===== src/hw/rtl/msg_pkg.sv =====
// ----------------------------------------------------------------------------
// msg_pkg
// shared types and constants for the masking share generator: beat
// structs, command codes, register indexes and the xorshift step
// ----------------------------------------------------------------------------
package msg_pkg;

   localparam int          DEF_MAX_ORDER = 15;
   localparam int          DEF_MAX_FILL  = 32;
   localparam int          RESULT_CAP    = 32;
   localparam logic [31:0] SEED_RESET    = 32'd67676767;
   localparam logic [3:0]  ORDER_RESET   = 4'd1;

   localparam int SHIFT_A = 13;
   localparam int SHIFT_B = 17;
   localparam int SHIFT_C = 5;

   typedef enum logic [2:0] {
      CMD_MASK_BOOL    = 3'd0,
      CMD_MASK_ISW     = 3'd1,
      CMD_MASK_ARITH   = 3'd2,
      CMD_FILL         = 3'd3,
      CMD_UNMASK_BOOL  = 3'd4,
      CMD_UNMASK_ARITH = 3'd5,
      CMD_RESET_CNT    = 3'd6
   } cmd_type;

   typedef enum logic {
      CSR_SEED  = 1'b0,
      CSR_ORDER = 1'b1
   } csr_idx_type;

   typedef struct packed {
      logic [2:0]  command;
      logic [31:0] value;
      logic [5:0]  fill_count;
      logic        share_last;
   } req_type;

   typedef struct packed {
      logic [31:0] share;
      logic [4:0]  share_index;
      logic        run_last;
      logic [31:0] draw_count;
   } rsp_type;

   typedef struct packed {
      logic load;
      logic clear;
      logic advance;
   } prng_ctrl_type;

   typedef struct packed {
      logic [31:0] next_word;
      logic [31:0] count;
      logic [31:0] next_count;
   } prng_stat_type;

   function automatic logic [31:0] xorshift(input logic [31:0] x);
      logic [31:0] a;
      logic [31:0] b;
      a = x ^ (x << SHIFT_A);
      b = a ^ (a >> SHIFT_B);
      return b ^ (b << SHIFT_C);
   endfunction

endpackage


===== src/hw/rtl/msg_prng.sv =====
// ----------------------------------------------------------------------------
// msg_prng
// xorshift32 generator with its draw counter; seed load, counter clear
// and one step per advance
// ----------------------------------------------------------------------------
module msg_prng (
   input  logic                  clock,
   input  logic                  reset,
   input  msg_pkg::prng_ctrl_type ctrl,
   input  logic [31:0]           seed,
   output msg_pkg::prng_stat_type stat
);
   import msg_pkg::*;

   logic [31:0] word_ff;
   logic [31:0] word_in;
   logic [31:0] count_ff;
   logic [31:0] count_in;

   always_comb begin
      stat.next_word  = xorshift(word_ff);
      stat.count      = count_ff;
      stat.next_count = count_ff + 32'd1;
      word_in  = word_ff;
      count_in = count_ff;
      if (ctrl.load) begin
         word_in  = seed;
         count_in = '0;
      end else if (ctrl.clear) begin
         count_in = '0;
      end else if (ctrl.advance) begin
         word_in  = stat.next_word;
         count_in = stat.next_count;
      end
   end

   always_ff @(posedge clock) begin
      if (reset) begin
         word_ff  <= SEED_RESET;
         count_ff <= '0;
      end else begin
         word_ff  <= word_in;
         count_ff <= count_in;
      end
   end

endmodule


===== src/hw/rtl/msg_seq.sv =====
// ----------------------------------------------------------------------------
// msg_seq
// run sequencer: takes one command, then emits one share a cycle while
// its output register is free, folding each draw into the closing share
// ----------------------------------------------------------------------------
module msg_seq #(
   parameter int MAX_ORDER = msg_pkg::DEF_MAX_ORDER,
   parameter int MAX_FILL  = msg_pkg::DEF_MAX_FILL
) (
   input  logic                   clock,
   input  logic                   reset,
   input  logic [3:0]             masking_order,
   input  logic                   req_valid,
   output logic                   req_stall,
   input  msg_pkg::req_type       req_data,
   output logic                   rsp_valid,
   input  logic                   rsp_stall,
   output msg_pkg::rsp_type       rsp_data,
   output msg_pkg::prng_ctrl_type prng_ctrl,
   input  msg_pkg::prng_stat_type prng_stat
);
   import msg_pkg::*;

   localparam int FILL_CAP = (MAX_FILL < RESULT_CAP) ? MAX_FILL : RESULT_CAP;

   typedef enum logic [1:0] {
      ST_IDLE = 2'b01,
      ST_GEN  = 2'b10
   } state_type;

   state_type   state_ff, state_in;
   logic [5:0]  left_ff, left_in;
   logic        close_ff, close_in;
   logic        arith_ff, arith_in;
   logic [31:0] acc_ff, acc_in;
   logic [4:0]  idx_ff, idx_in;
   logic [31:0] sum_ff, sum_in;
   logic        rsp_valid_ff, rsp_valid_in;
   rsp_type     rsp_data_ff, rsp_data_in;

   logic        slot_free;
   logic [3:0]  order_sat;
   logic [5:0]  fill_sat;
   logic [31:0] sum_new;
   logic        draw_last;

   always_comb begin
      slot_free = !rsp_valid_ff || !rsp_stall;
      order_sat = ({1'b0, masking_order} > 5'(MAX_ORDER)) ? 4'(MAX_ORDER) : masking_order;
      fill_sat  = (req_data.fill_count > 6'(FILL_CAP)) ? 6'(FILL_CAP) : req_data.fill_count;
      sum_new   = (cmd_type'(req_data.command) == CMD_UNMASK_BOOL) ?
                  (sum_ff ^ req_data.value) : (sum_ff + req_data.value);
      draw_last = !close_ff && (left_ff == 6'd1);

      state_in     = state_ff;
      left_in      = left_ff;
      close_in     = close_ff;
      arith_in     = arith_ff;
      acc_in       = acc_ff;
      idx_in       = idx_ff;
      sum_in       = sum_ff;
      rsp_valid_in = rsp_valid_ff && rsp_stall;
      rsp_data_in  = rsp_data_ff;
      prng_ctrl    = '0;
      req_stall    = (state_ff != ST_IDLE);

      case (state_ff)
         ST_IDLE: begin
            if (req_valid) begin
               idx_in   = '0;
               acc_in   = req_data.value;
               close_in = 1'b1;
               arith_in = 1'b0;
               case (cmd_type'(req_data.command))
                  CMD_MASK_BOOL: begin
                     left_in  = {2'b00, order_sat};
                     state_in = ST_GEN;
                  end
                  CMD_MASK_ISW: begin
                     left_in  = {1'b0, order_sat, 1'b0};
                     state_in = ST_GEN;
                  end
                  CMD_MASK_ARITH: begin
                     left_in  = {2'b00, order_sat};
                     arith_in = 1'b1;
                     state_in = ST_GEN;
                  end
                  CMD_FILL: begin
                     left_in  = fill_sat;
                     close_in = 1'b0;
                     if (fill_sat != '0) begin
                        state_in = ST_GEN;
                     end
                  end
                  CMD_UNMASK_BOOL, CMD_UNMASK_ARITH: begin
                     if (req_data.share_last) begin
                        acc_in   = sum_new;
                        sum_in   = '0;
                        left_in  = '0;
                        state_in = ST_GEN;
                     end else begin
                        sum_in = sum_new;
                     end
                  end
                  CMD_RESET_CNT: begin
                     prng_ctrl.clear = 1'b1;
                  end
                  default: begin
                  end
               endcase
            end
         end
         ST_GEN: begin
            if (slot_free) begin
               rsp_valid_in = 1'b1;
               if (left_ff != '0) begin
                  prng_ctrl.advance = 1'b1;
                  rsp_data_in = '{share:       prng_stat.next_word,
                                  share_index: idx_ff,
                                  run_last:    draw_last,
                                  draw_count:  prng_stat.next_count};
                  acc_in  = arith_ff ? (acc_ff - prng_stat.next_word)
                                     : (acc_ff ^ prng_stat.next_word);
                  left_in = left_ff - 6'd1;
                  idx_in  = idx_ff + 5'd1;
                  if (draw_last) begin
                     state_in = ST_IDLE;
                  end
               end else begin
                  rsp_data_in = '{share:       acc_ff,
                                  share_index: idx_ff,
                                  run_last:    1'b1,
                                  draw_count:  prng_stat.count};
                  state_in = ST_IDLE;
               end
            end
         end
         default: begin
            state_in = ST_IDLE;
         end
      endcase
   end

   always_ff @(posedge clock) begin
      if (reset) begin
         state_ff     <= ST_IDLE;
         left_ff      <= '0;
         close_ff     <= 1'b0;
         sum_ff       <= '0;
         rsp_valid_ff <= 1'b0;
      end else begin
         state_ff     <= state_in;
         left_ff      <= left_in;
         close_ff     <= close_in;
         sum_ff       <= sum_in;
         rsp_valid_ff <= rsp_valid_in;
      end
   end

   always_ff @(posedge clock) begin
      arith_ff    <= arith_in;
      acc_ff      <= acc_in;
      idx_ff      <= idx_in;
      rsp_data_ff <= rsp_data_in;
   end

   assign rsp_valid = rsp_valid_ff;
   assign rsp_data  = rsp_data_ff;

`ifndef SYNTHESIS
   a_gen_has_work: assert property (@(posedge clock) disable iff (reset)
      (state_ff == ST_GEN) |-> (left_ff != '0 || close_ff))
      else $error("run active with nothing left to emit");

   a_last_ends_run: assert property (@(posedge clock) disable iff (reset)
      (state_ff == ST_GEN && slot_free && (left_ff == '0 || draw_last))
      |=> (state_ff == ST_IDLE && rsp_valid_ff && rsp_data_ff.run_last))
      else $error("final beat did not end the run");

   a_mask_starts_run: assert property (@(posedge clock) disable iff (reset)
      (state_ff == ST_IDLE && req_valid &&
       (req_data.command == CMD_MASK_BOOL || req_data.command == CMD_MASK_ISW ||
        req_data.command == CMD_MASK_ARITH))
      |=> (state_ff == ST_GEN))
      else $error("masking command did not start a run");

   a_unmask_clears: assert property (@(posedge clock) disable iff (reset)
      (state_ff == ST_IDLE && req_valid && req_data.share_last &&
       (req_data.command == CMD_UNMASK_BOOL || req_data.command == CMD_UNMASK_ARITH))
      |=> (sum_ff == '0 && state_ff == ST_GEN))
      else $error("unmask accumulator not cleared on last share");
`endif

endmodule


===== src/hw/rtl/masking_share_generator.sv =====
// ----------------------------------------------------------------------------
// masking_share_generator
// boolean, isw and arithmetic masking, random fill and streamed unmasking
// around one xorshift32 generator
//
// req channel: one beat carries a command, a secret or share value, a fill
// count and a last flag. rsp channel: one beat per share, with its index in
// the run, a last flag and the draw counter after that share.
// csr port: index 0 writes the seed (reloads the generator and clears the
// draw counter), index 1 writes the masking order d.
// a masking run gives d random shares (2d for isw) plus one closing share,
// a fill run gives up to 32 random words, an unmask beat marked last gives
// one result; other commands give no beat.
// a request beat moves the sequencer into its generate state, which then
// registers the shares into the output register, one per cycle from the
// generator step while the output register is free; req_stall is high
// until the run's last share is registered.
// rsp_stall holds the output register and pauses the run; nothing is lost.
// reset: generator at 67676767, counter and unmask sum at zero, order 1.
// ----------------------------------------------------------------------------
module masking_share_generator #(
   parameter int MAX_ORDER = msg_pkg::DEF_MAX_ORDER,
   parameter int MAX_FILL  = msg_pkg::DEF_MAX_FILL
) (
   input  logic             clock,
   input  logic             reset,
   input  logic             req_valid,
   output logic             req_stall,
   input  msg_pkg::req_type req_data,
   output logic             rsp_valid,
   input  logic             rsp_stall,
   output msg_pkg::rsp_type rsp_data,
   input  logic             csr_write_en,
   input  logic             csr_index,
   input  logic [31:0]      csr_wdata
);
   import msg_pkg::*;

   logic [3:0]    order_ff;
   logic [3:0]    order_in;
   prng_ctrl_type seq_ctrl;
   prng_ctrl_type prng_ctrl;
   prng_stat_type prng_stat;

   always_comb begin
      order_in = order_ff;
      if (csr_write_en && csr_idx_type'(csr_index) == CSR_ORDER) begin
         order_in = csr_wdata[3:0];
      end
      prng_ctrl      = seq_ctrl;
      prng_ctrl.load = csr_write_en && csr_idx_type'(csr_index) == CSR_SEED;
   end

   always_ff @(posedge clock) begin
      if (reset) begin
         order_ff <= ORDER_RESET;
      end else begin
         order_ff <= order_in;
      end
   end

   msg_prng u_prng (
      .clock (clock),
      .reset (reset),
      .ctrl  (prng_ctrl),
      .seed  (csr_wdata),
      .stat  (prng_stat)
   );

   msg_seq #(
      .MAX_ORDER (MAX_ORDER),
      .MAX_FILL  (MAX_FILL)
   ) u_seq (
      .clock         (clock),
      .reset         (reset),
      .masking_order (order_ff),
      .req_valid     (req_valid),
      .req_stall     (req_stall),
      .req_data      (req_data),
      .rsp_valid     (rsp_valid),
      .rsp_stall     (rsp_stall),
      .rsp_data      (rsp_data),
      .prng_ctrl     (seq_ctrl),
      .prng_stat     (prng_stat)
   );

endmodule


===== config.mk =====
export PLATFORM = sky130hd
export DESIGN_NAME = masking_share_generator
export DESIGN_NICKNAME = d
export VERILOG_FILES = /design/src/hw/rtl/msg_pkg.sv /design/src/hw/rtl/msg_prng.sv /design/src/hw/rtl/msg_seq.sv /design/src/hw/rtl/masking_share_generator.sv
export SDC_FILE = /design/constraint.sdc
export NUM_CORES = 1
export LEC_CHECK = 0
export BUFFER_PORTS_ARGS = -buffer_cell sky130_fd_sc_hd__buf_2
export CAP_MARGIN = 20
export CORE_MARGIN = 2
export CORE_UTILIZATION = 29
export DETAILED_ROUTE_END_ITERATION = 16
export SYNTH_ARGS = -nofsm -noshare
export SYNTH_HDL_FRONTEND = slang
export SYNTH_SLANG_ARGS = --single-unit

===== constraint.sdc =====
create_clock -name clock -period 7.4 [get_ports clock]
set_clock_uncertainty 0.15 [all_clocks]
set_input_delay 1.48 -clock clock [delete_from_list [all_inputs] [get_ports clock]]
set_output_delay 1.48 -clock clock [all_outputs]
set_load 0.01 [all_outputs]

Word-level counts from Yosys, hierarchy flattened
Cells that the tools add are included.
Operators by class
  multipliers: 0
  bitwise operators: 6
  shift operators: 0
  reductions and logical operators: 24
  divide/modulo/power cells: 0
  magnitude comparators: 1
  multiplexer cells: 42
  eq/ne operators: 19
  add/sub/neg operators: 5
Operator list (count)
  32-bit two-way mux: 11
  32-bit bitwise XOR: 4
  70-bit two-way mux: 1
  32-bit one-hot mux with 2 select lines: 1
  32-bit by 1-bit adder with 32-bit output, second input constant: 1
  32-bit adder: 1
  32-bit subtractor: 1
  32-bit by 15-bit bitwise XOR with 32-bit output: 1
  6-bit two-way mux: 5
  6-bit one-hot mux with 4 select lines: 1
  5-bit two-way mux: 3
  2-bit two-way mux: 6
  6-bit one-hot mux with 2 select lines: 1
  6-bit AND reduction: 2
  6-bit nonzero test: 2
  1-bit two-way mux: 10
  5-bit one-hot mux with 2 select lines: 1
  3-bit == test, second input constant: 3
  2-bit by 1-bit != test with 1-bit output, second input constant: 4
  3-bit by 2-bit == test with 1-bit output, second input constant: 2
  6-bit by 1-bit == test with 1-bit output, second input constant: 1
  6-bit greater-than comparator, second input constant: 1
  3-bit by 2-bit != test with 1-bit output, second input constant: 2
  2-bit one-hot mux with 3 select lines: 1
  21 further kinds: 31
Word-level totals
  bits of input ports: 80
  latch bits: 0
  memory bits (read-only): 0
  logic and storage cells: 112
  flip-flop bits (word level): 218
  bits in writable memories: 0
  output and inout port bits: 72
  memories: 0

Longest topological paths before layout
Gate-level depths: netlist of the first run.
  word-level depth: 8
  depth in mapped cells: 15
  depth with buffers taken out: 14

Hierarchy
A second synthesis of the first run with hierarchy kept.
Unflattened totals
  cell total of the unflattened synthesis: 1597
  area total of the unflattened synthesis: 14490.1 sq um
By module, submodules not included
  msg_seq: cells an instance 1122, area an instance 10352.4 sq um, instances 1
  msg_prng: cells an instance 457, area an instance 3955.0 sq um, instances 1
  masking_share_generator: cells an instance 18, area an instance 182.7 sq um, instances 1

Least setup slack after synthesis of the first run
OpenSTA, ideal clock, no wires.
  path type: input port to flip-flop
  from: input rsp_stall
  to: register u_seq.acc_ff[0], enable pin
  path slack: -0.229 ns
  cell stages on the path: 5
  data arrival time: 7.084 ns
  library setup time: 0.395 ns
  cells stage by stage: a21oi_1 -> nand2_1 -> clkbuf_1 -> clkbuf_1 -> nand2_1
On the way
  word-level cells in the longest chain between the ends: 4
Ends and longest elaborated chain
  from (decl): line masking_share_generator.sv:31  | input logic rsp_stall,
  1-bit logical NOT: line msg_seq.sv:48  | slot_free = !rsp_valid_ff || !rsp_stall;
  1-bit logical OR: line msg_seq.sv:48
  2-bit by 1-bit != test with 1-bit output (no line)
  4-bit AND reduction (no line)
  to (signal assigned): line msg_seq.sv:162  | acc_ff <= acc_in;
  to (decl): line msg_seq.sv:35  | logic [31:0] acc_ff, acc_in;
Every way passes these cells.
A chain may end at the register's enable or synchronous reset.

Worst setup path after layout of the first run
  from: input req_data[7] (netlist name)
  to: register u_seq.acc_ff[28] (data pin)
On the way
  word-level cells in the longest chain between the ends: 6
Ends and longest elaborated chain
  from (decl): line masking_share_generator.sv:29  | input msg_pkg::req_type req_data,
  32-bit adder: line msg_seq.sv:52  | (sum_ff ^ req_data.value) : (sum_ff + req_data.value);
  32-bit two-way mux: line msg_seq.sv:51  | sum_new = (cmd_type'(req_data.command) == CMD_UNMASK_BOOL) ?
  32-bit two-way mux: line msg_seq.sv:96  | if (req_data.share_last) begin
  32-bit two-way mux: line msg_seq.sv:74  | case (cmd_type'(req_data.command))
  32-bit two-way mux: line msg_seq.sv:69  | if (req_valid) begin
  32-bit one-hot mux with 2 select lines: line msg_seq.sv:67  | case (state_ff)
  net u_seq.acc_in[28]: line msg_seq.sv:35
The timed path passes the listed nets, and every way through them passes these cells. The select of a mux whose other input is x is not followed.

==> run metrics, run 1 <==
run status finished clean; Max Freq 0.206 GHz; hold violation total from the final report 0; Post-CTS Setup Bufs 0; Layout Cells excl Fill 2,340; Starting Density 29.3%; worst-path fanout max 4; Starting DRT DRC Count 1,083; pin count of the biggest net entering global routing 79; die height 224 um; Synth Flop Type dfxtp_1; Final period util 65.6%; Pleak 6.21 nW; PwrDens 228 nW/um^2; synth unique cells 78; Worst-Margin Slew 1130 ps; sequential area share after synthesis 38.9%; first-pass detailed-route iteration total 7; total negative slack 0 ps; routed length per instance 17.8 um; Critical Path Most Common Cell a211oi_1; area leader, netlist edfxtp_1; vias in the first global route 11,500; slowest library cell on the worst path or4_1; P&R area growth vs syn 15.5%; Cell Area, Synth 14,000 um^2; Clock Tree Root clkbuf_16; post-CTS resize count 0; global-route wire length before repair 63.9 mm; Worst slew margin 24.2%; GP Congestion 0.845; RSZ-0062 raised after global routing no; yosys warns 0; fraction of final layout cells with drive strength greater than 1 14.2%; CTS tree yes; CP required 7540 ps; worst-path cell chain buf_2 -> ha_1 -> fa_1 -> a21o_1 -> a21o_1 -> a211oi_1 -> o21bai_1 -> a311o_1 -> a31oi_1 -> o31ai_1 -> a211oi_1 -> or3_1 -> a211oi_1 -> or4_1; CTS Hold Bufs 0; post-layout total power 3.68 mW; CP arrival 4990 ps; PortBufs 151; area fraction of the dominant cell type after synthesis 23.2%; Bufs on Longest Clock Path 3; I/O Pins 152; via/cell ratio 5.15; max-capacitance violation count 0; Row Count 80; number of antenna-violating nets in the routed design 0; gr usage total 16.1%; Final Net Count 1,831; Post-synth EDFFs 108; Syn Nets 1,730; crit start category primary input; placed cell areas 15,300 um^2; total clock sinks 218; core footprint 47,700 um^2; top post-synthesis cells by count nor2_1 (219), nand2_1 (184), a21oi_1 (132); GRT overflow 0; Residual DRC 0; clock slew at reported path FFs 60 ps; asr flop ratio synth 0%; Detailed Route WL 41.6 mm; TritonCTS Buffers 26; # setup viols final 0; CP Capture Type flip-flop; Via Count 12,100; design area 16,200 um^2; HP Class flip-flop to flip-flop; fin crit period 4850 ps; Worst VDD drop 153 uV; Area contributors post-synth edfxtp_1 (23%), dfxtp_1 (16%), nor2_1 (5.9%); Synth Area per Inst 8.75 um^2; top-count cell post-synth nor2_1; post-synthesis register bit count 218; Clock Latency Late Sink 560 ps; synthesized instance count 1,601; H-Tree Level Count 1; antenna violations before repair 5; Detail Placement HPWL 30.1 mm; Crit path largest cell delay 540 ps; die footprint 50,100 um^2; Chip Width 224 um; Slew Limit Fails 0; Setup Crit Path Kind primary input to flip-flop; DP Cell Count 2,289
[worst max-delay path, delay by kind of cell]
family                   cells  cell delay (ps)
AO/OA/AOI/OAI                9             2060
AND/OR/NAND/NOR              2              700
adder cells (fa/ha/maj)      2              650
buffers and inverters        1              110
[path summary, 6_finish.rpt]
| path | from | to | slack, ps | cells past startpoint |
|---|---|---|---|---|
| worst min register to register | u_prng.count_ff[1] | u_prng.count_ff[1] | 340 | 2 |
| worst max register to register | u_prng.word_ff[1] | u_seq.acc_ff[28] | 2920 | 10 |
| worst max-delay path | req_data[7] | u_seq.acc_ff[28] | 2550 | 14 |
| worst min-delay path | u_prng.count_ff[1] | u_prng.count_ff[1] | 340 | 2 |
[per-layer routing]
layer | wire length, um | share of wire, % | track usage [%] | vias to the layer above
met5 | 41 | 0.099 | 0 | -
met4 | 1010 | 2.4 | 4.77 | 8
met3 | 2600 | 6.2 | 3.37 | 66
li1 | - | - | - | 5947
met2 | 19200 | 46 | 26.7 | 341
met1 | 18700 | 45 | 21.2 | 5695
[area by class of cell]
cell class / count / area [um^2]
clock buffers: 35 / 694
well taps: 615 / 769
repair buffers: 167 / 876
flip-flops and latches: 218 / 5450
clock inverters: 13 / 140
diodes: 3 / 7.51
inverters: 22 / 82.6
fillers: 4902 / 31600
multi-input cells: 1267 / 8170
[cells in the final DEF, fill, tap and decap left out, types with 34 or more instances in the layout]
master	instances
nand3_1	43
a21oi_1	131
xor2_1	71
o211ai_1	34
edfxtp_1	108
dfxtp_1	110
buf_2	151
ha_1	48
a21o_1	36
xnor2_1	93
o21ai_0	76
nand2_1	183
nor2_1	219
[flip-flops by register name (all words and copies together), names as in the netlist]
signal and count:
u_seq.rsp_data 70, u_prng.count_ff 32, u_prng.word_ff 32, u_seq.acc_ff 32
u_seq.sum_ff 32, u_seq.left_ff 6, u_seq.idx_ff 5, order_ff 4
u_seq.state_ff 2, u_seq.arith_ff 1, u_seq.close_ff 1, u_seq.rsp_valid 1
[cell families (layout without fill, tap and decap cells)]
logic type      Yosys count  count (layout)  share of synthesized area [%]
buf+inv                 116             237                           3.14
fa+ha+maj                57              57                           5.01
mux                       4               4                          0.286
flops                   218             218                           38.9
compound gates          419             419                           19.3
other cells               0               3                              0
simple gates            596             596                           19.0
xor+xnor                191             191                           14.4
[per-stage QoR]
step	setup slack (ps)	utilization [%]	hold WS, ps
2_1_floorplan	1410	-	295
3_3_place_gp	2030	32.1	323
3_5_place_dp	2000	32.1	316
4_1_cts	2580	33.9	340
5_1_grt	2250	33.9	363
6_report	2550	33.9	340
[power breakdown]
part,leakage (nW),internal (mW),switching (mW)
Combinational,3.97,0.387,0.646
Sequential,1.85,1.33,0.0503
Clock,0.390,0.732,0.538
Total,6.21,2.45,1.23
(Power assumes the default switching activity.)
==> inputs of run 2 (changes only) <==
clock period = 5 ns   (was 7.4 ns; I/O delays follow)
==> run 2 against run 1 <==
Clock-buffer cell count is 2 higher. First-iteration DRC count is 0.65% lower. Die area stayed put. Cell area is 0.55% higher. Total power is 50% higher. Critical path depth stayed put. Sequential cell count stayed put. Non-clock buffer count is 8 higher. Utilization is 0.19 points higher. Worst setup slack worse by 1900 ps. Final cell count is 0.34% higher. Critical path type unchanged. Largest cell class unchanged.
==> run metrics, run 2 (synthesis gave the netlist of run 1 again) <==
run status finished clean; total negative slack 0 ps (unchanged); core footprint 47,700 um^2 (unchanged); Post-CTS Setup Bufs 0 (unchanged); Final Net Count 1,839 (+0.44%); total clock sinks 218 (unchanged); filler cell count 4,859 (-0.88%); area occupied by multi-input gates 8160 um^2 (about the same); commonest non-fill, non-tap cells in the layout nor2_1 (219), nand2_1 (183), buf_2 (151); Clock Tree Root clkbuf_16; pin count of the biggest net entering global routing 79 (unchanged); Row Count 80 (unchanged); Bufs on Longest Clock Path 3 (unchanged); most common cell after layout, fill and taps aside nor2_1; H-Tree Level Count 1 (unchanged); fin crit period 4380 ps; fraction of final layout cells with drive strength greater than 1 14.7% (+0.51 points); P&R area growth vs syn 16.2%; reg2reg end u_seq.acc_ff[28]; die height 224 um (unchanged); FF/Latch Area 5450 um^2 (unchanged); post-CTS resize count 0 (unchanged); Worst-Margin Slew 1050 ps (-87.4 ps); Max Freq 0.228 GHz; max FFs per register 70 (unchanged); Critical Path Most Common Cell a211oi_1; R2R depth 14 (+4); Clock Latency Late Sink 560 ps (about the same); vias in the first global route 11,200 (-2.4%); antenna violations before repair 9 (+4); gr usage total 16.1% (-0.067 points); reg-to-reg slack, setup 730 ps (-2190 ps); worst-path cell chain buf_2 -> ha_1 -> fa_1 -> a21o_1 -> a21o_1 -> a211oi_1 -> o21bai_1 -> a311o_1 -> a31oi_1 -> o31ai_1 -> a211oi_1 -> or3_1 -> a211oi_1 -> or4_1; CP arrival 4530 ps (-460 ps); max-capacitance violation count 0 (unchanged); worst hold slack 345 ps (+4.40 ps); # setup viols final 0 (unchanged); Detail Placement HPWL 30.1 mm (+0.12%); Slew Limit Fails 0 (unchanged); Starting Density 29.3% (unchanged); Detailed Route WL 41.7 mm (+0.14%); slowest library cell on the worst path or4_1; die footprint 50,100 um^2 (unchanged); number of antenna-violating nets in the routed design 0 (unchanged); GP Congestion 0.881 (+4.3%); Via Count 12,000 (-0.81%); CP Capture Type flip-flop; FF-to-FF Start u_prng.word_ff[0]; PwrDens 340 nW/um^2 (+49%); TritonCTS Buffers 26 (unchanged); worst-path fanout max 3 (-1); first-pass detailed-route iteration total 5 (-2); Setup Crit Path Kind primary input to flip-flop; global-route wire length before repair 63.8 mm (-0.14%); CTS tree yes; Worst slew margin 30.3% (+6.1 points); via/cell ratio 5.09 (-1.2%); Final period util 87.6%; hold path depth 2 (unchanged); I/O Pins 152 (unchanged); HP Start u_seq.sum_ff[6]; Worst VDD drop 258 uV (+69%); Crit path largest cell delay 520 ps (-20 ps); hold violation total from the final report 0 (unchanged); clock slew at reported path FFs 60 ps (about the same); Pleak 6.28 nW (+1.2%); Starting DRT DRC Count 1,076 (-0.65%); GRT overflow 0 (unchanged); Residual DRC 0 (unchanged); RSZ-0062 raised after global routing no; CTS Hold Bufs 0 (unchanged); PortBufs 151 (unchanged); routed length per instance 17.7 um (-0.20%); Chip Width 224 um (unchanged); CP required 5150 ps (-2390 ps); HP Class flip-flop to flip-flop; crit start category primary input; Min-Delay Endpoint u_seq.sum_ff[6]
-- run 2: cell types whose count changed in the layout (fill, tap and decap cells not counted) --
cell,change
buf_4,+8
inv_6,+1
nor3_2,+1
bufinv_16,+1
clkbuf_8,+2
clkinv_4,-1
clkinv_2,+3
nor3_4,-1
clkinvlp_4,-4
clkinv_1,-2
-- run 2: critical path: cells and delay by family --
kind	cells	cell delay [ps]
fa+ha+maj	2	650
simple gates	2	690
buf+inv	1	110
compound gates	9	2070
-- run 2: how the worst max path moves through the flow --
stage                start          endpoint  cells past startpoint
6_report       req_data[7]  u_seq.acc_ff[28]                     14
3_5_place_dp   req_data[7]  u_seq.acc_ff[28]                     14
4_1_cts        req_data[7]  u_seq.acc_ff[28]                     14
2_1_floorplan    rsp_stall   u_seq.acc_ff[0]                      5
5_1_grt        req_data[7]  u_seq.acc_ff[28]                     14
3_3_place_gp   req_data[7]  u_seq.acc_ff[28]                     14
-- run 2: layout make-up --
type / count / share of cell area, %
Antenna cell: 3 / 0.0461
Clock buffer: 37 / 4.44
Tap cell: 615 / 4.73
Clock inverter: 11 / 0.907
Multi-Input combinational cell: 1267 / 50.2
Inverter: 22 / 0.507
Sequential cell: 218 / 33.5
Timing Repair Buffer: 175 / 5.75
-- run 2: routing by layer --
| layer | vias to the layer above | wire [um] | part of all wire (%) | GRT usage (%) |
|---|---|---|---|---|
| li1 | 5956 | - | - | - |
| met3 | 62 | 2310 | 5.5 | 2.81 |
| met1 | 5584 | 19500 | 47 | 21.9 |
| met5 | - | 58 | 0.14 | 0 |
| met4 | 10 | 798 | 1.9 | 4.15 |
| met2 | 347 | 19000 | 46 | 26.3 |
-- run 2: per-stage QoR --
stage               area [um^2]  utilization [%]  power, mW  instances  setup WS (ps)
floorplan                 14000                -       3.16       1601            501
global placement          15400             32.2       3.58       2297            162
detailed placement        15400             32.2       3.59       2297            122
CTS                       16300             34.1       5.58       2345            718
global route              16300             34.1       5.81       2345            466
finish                    16300             34.1       5.54       2348            619
-- run 2: power by group --
group / internal, mW / switching [mW]
Combinational: 0.579 / 0.952
Clock: 1.16 / 0.800
Sequential: 1.97 / 0.0748
Total: 3.71 / 1.83
==> inputs of run 3 (changes only) <==
RECOVER_POWER = 25   (was default)
==> run 3 against run 2 <==
Die area unchanged. Cell area decreased by 0.42%. Total power about the same. Largest cell class unchanged. The flow now finishes with violations (capacitance limit, slew limit).
==> run metrics, run 3 (synthesis gave the netlist of run 1 again) <==
run status complete, but fails checks; failing checks capacitance limit, slew limit; DP Cell Count 2,297 (unchanged); CTS tree yes; Post-CTS Setup Bufs 0 (unchanged); worst-path fanout max 3 (unchanged); I/O Pins 152 (unchanged); Starting DRT DRC Count 1,092 (+1.5%); Detailed Route WL 41.7 mm (about the same); routed length per instance 17.7 um (about the same); Starting Density 29.3% (unchanged); total negative slack 0 ps (unchanged); HP Class flip-flop to flip-flop; Via Count 12,000 (+0.59%); fin crit period 4330 ps (-53.1 ps); Slew Limit Fails 177 (+177); CTS Hold Bufs 0 (unchanged); Detail Placement HPWL 30.1 mm (unchanged); vias in the first global route 11,200 (unchanged); first-pass detailed-route iteration total 5 (unchanged); Bufs on Longest Clock Path 3 (unchanged); clock slew at reported path FFs 60 ps (about the same); max-capacitance violation count 3 (+3); PwrDens 342 nW/um^2 (+0.46%); Placement Setup Slack 122 ps (unchanged); fraction of final layout cells with drive strength greater than 1 12.3% (-2.5 points); Pleak 6.18 nW (-1.6%); Final Net Count 1,839 (unchanged); max FFs per register 70 (unchanged); reg-to-reg slack, setup 700 ps (-30 ps); die footprint 50,100 um^2 (unchanged); number of antenna-violating nets in the routed design 0 (unchanged); # setup viols final 0 (unchanged); TritonCTS Buffers 26 (unchanged); PortBufs 151 (unchanged); placed cell areas 15,400 um^2 (unchanged); global-route wire length before repair 63.8 mm (unchanged); post-CTS resize count 0 (unchanged); total clock sinks 218 (unchanged); hold violation total from the final report 0 (unchanged); most common cell after layout, fill and taps aside nor2_1; Row Count 80 (unchanged); antenna violations before repair 9 (unchanged); GP Congestion 0.881 (unchanged); crit start category primary input; GRT overflow 0 (unchanged); Chip Width 224 um (unchanged); Clock Tree Root clkbuf_16; P&R area growth vs syn 15.7%; Worst VDD drop 257 uV (about the same); pin count of the biggest net entering global routing 79 (unchanged); Max Freq 0.231 GHz (+1.2%); CP Capture Type flip-flop; RSZ-0062 raised after global routing no; Residual DRC 0 (unchanged); via/cell ratio 5.12 (+0.59%); Layout Cells excl Fill 2,348 (unchanged); commonest non-fill, non-tap cells in the layout nor2_1 (219), nand2_1 (184), a21oi_1 (131); design area 16,200 um^2 (-0.42%); Final period util 86.6% (-1.1 points); H-Tree Level Count 1 (unchanged); CP arrival 4470 ps (-60 ps); final setup margin 672 ps (+53.1 ps); Worst slew margin -164% (-190 points); core footprint 47,700 um^2 (unchanged); Worst-Margin Slew 3960 ps (+2910 ps); Clock Latency Late Sink 560 ps (about the same); Setup Crit Path Kind primary input to flip-flop; final core utilization 33.9% (-0.14 points); die height 224 um (unchanged); CP required 5150 ps (about the same); gr usage total 16.1% (unchanged)
run 3: where the power goes:
| group | leakage (nW) | internal (mW) | switching [mW] |
|---|---|---|---|
| combinational | 3.91 | 0.577 | 0.952 |
| sequential | 1.85 | 1.97 | 0.0745 |
| clock | 0.427 | 1.16 | 0.803 |
| total | 6.18 | 3.71 | 1.83 |
run 3: cell type report:
type / instances / area (um^2)
Fill cell: 4871 / 31500
Multi-Input combinational cell: 1267 / 8160
Sequential cell: 218 / 5450
Timing Repair Buffer: 175 / 876
Tap cell: 615 / 769
Clock buffer: 37 / 722
Clock inverter: 11 / 148
Inverter: 22 / 82.6
Antenna cell: 3 / 7.51
run 3: worst max-delay path, stage by stage:
cell and delay [ps]:
buf_2 110, ha_1 220, fa_1 430, a21o_1 170, a21o_1 200, a211oi_1 280, o21bai_1 130, a311o_1 360
a31oi_1 290, o31ai_1 180, a211oi_1 350, or3_1 170, a211oi_1 60, or4_1 520
run 3: through the flow:
step | power (mW) | hold WS, ps
2_1_floorplan | 3.16 | 295
3_3_place_gp | 3.58 | 324
3_5_place_dp | 3.59 | 331
4_1_cts | 5.58 | 347
5_1_grt | 5.81 | 361
6_report | 5.54 | 345
run 3: worst paths after layout:
| check | start | end | cells past startpoint |
|---|---|---|---|
| worst max-delay path | req_data[7] | u_seq.acc_ff[28] | 14 |
| worst min-delay path | u_seq.sum_ff[6] | u_seq.sum_ff[6] | 2 |
| worst max register to register | u_prng.word_ff[0] | u_seq.acc_ff[28] | 14 |
| worst min register to register | u_seq.sum_ff[6] | u_seq.sum_ff[6] | 2 |
run 3: per-layer routing:
metal  vias up  part of all wire, %  global-route usage (%)
met5         -                 0.14                       0
met4        10                  2.0                    4.15
met3        64                  5.7                    2.81
met2       350                   46                    26.3
met1      5647                   47                    21.9
li1       5958                    -                       -
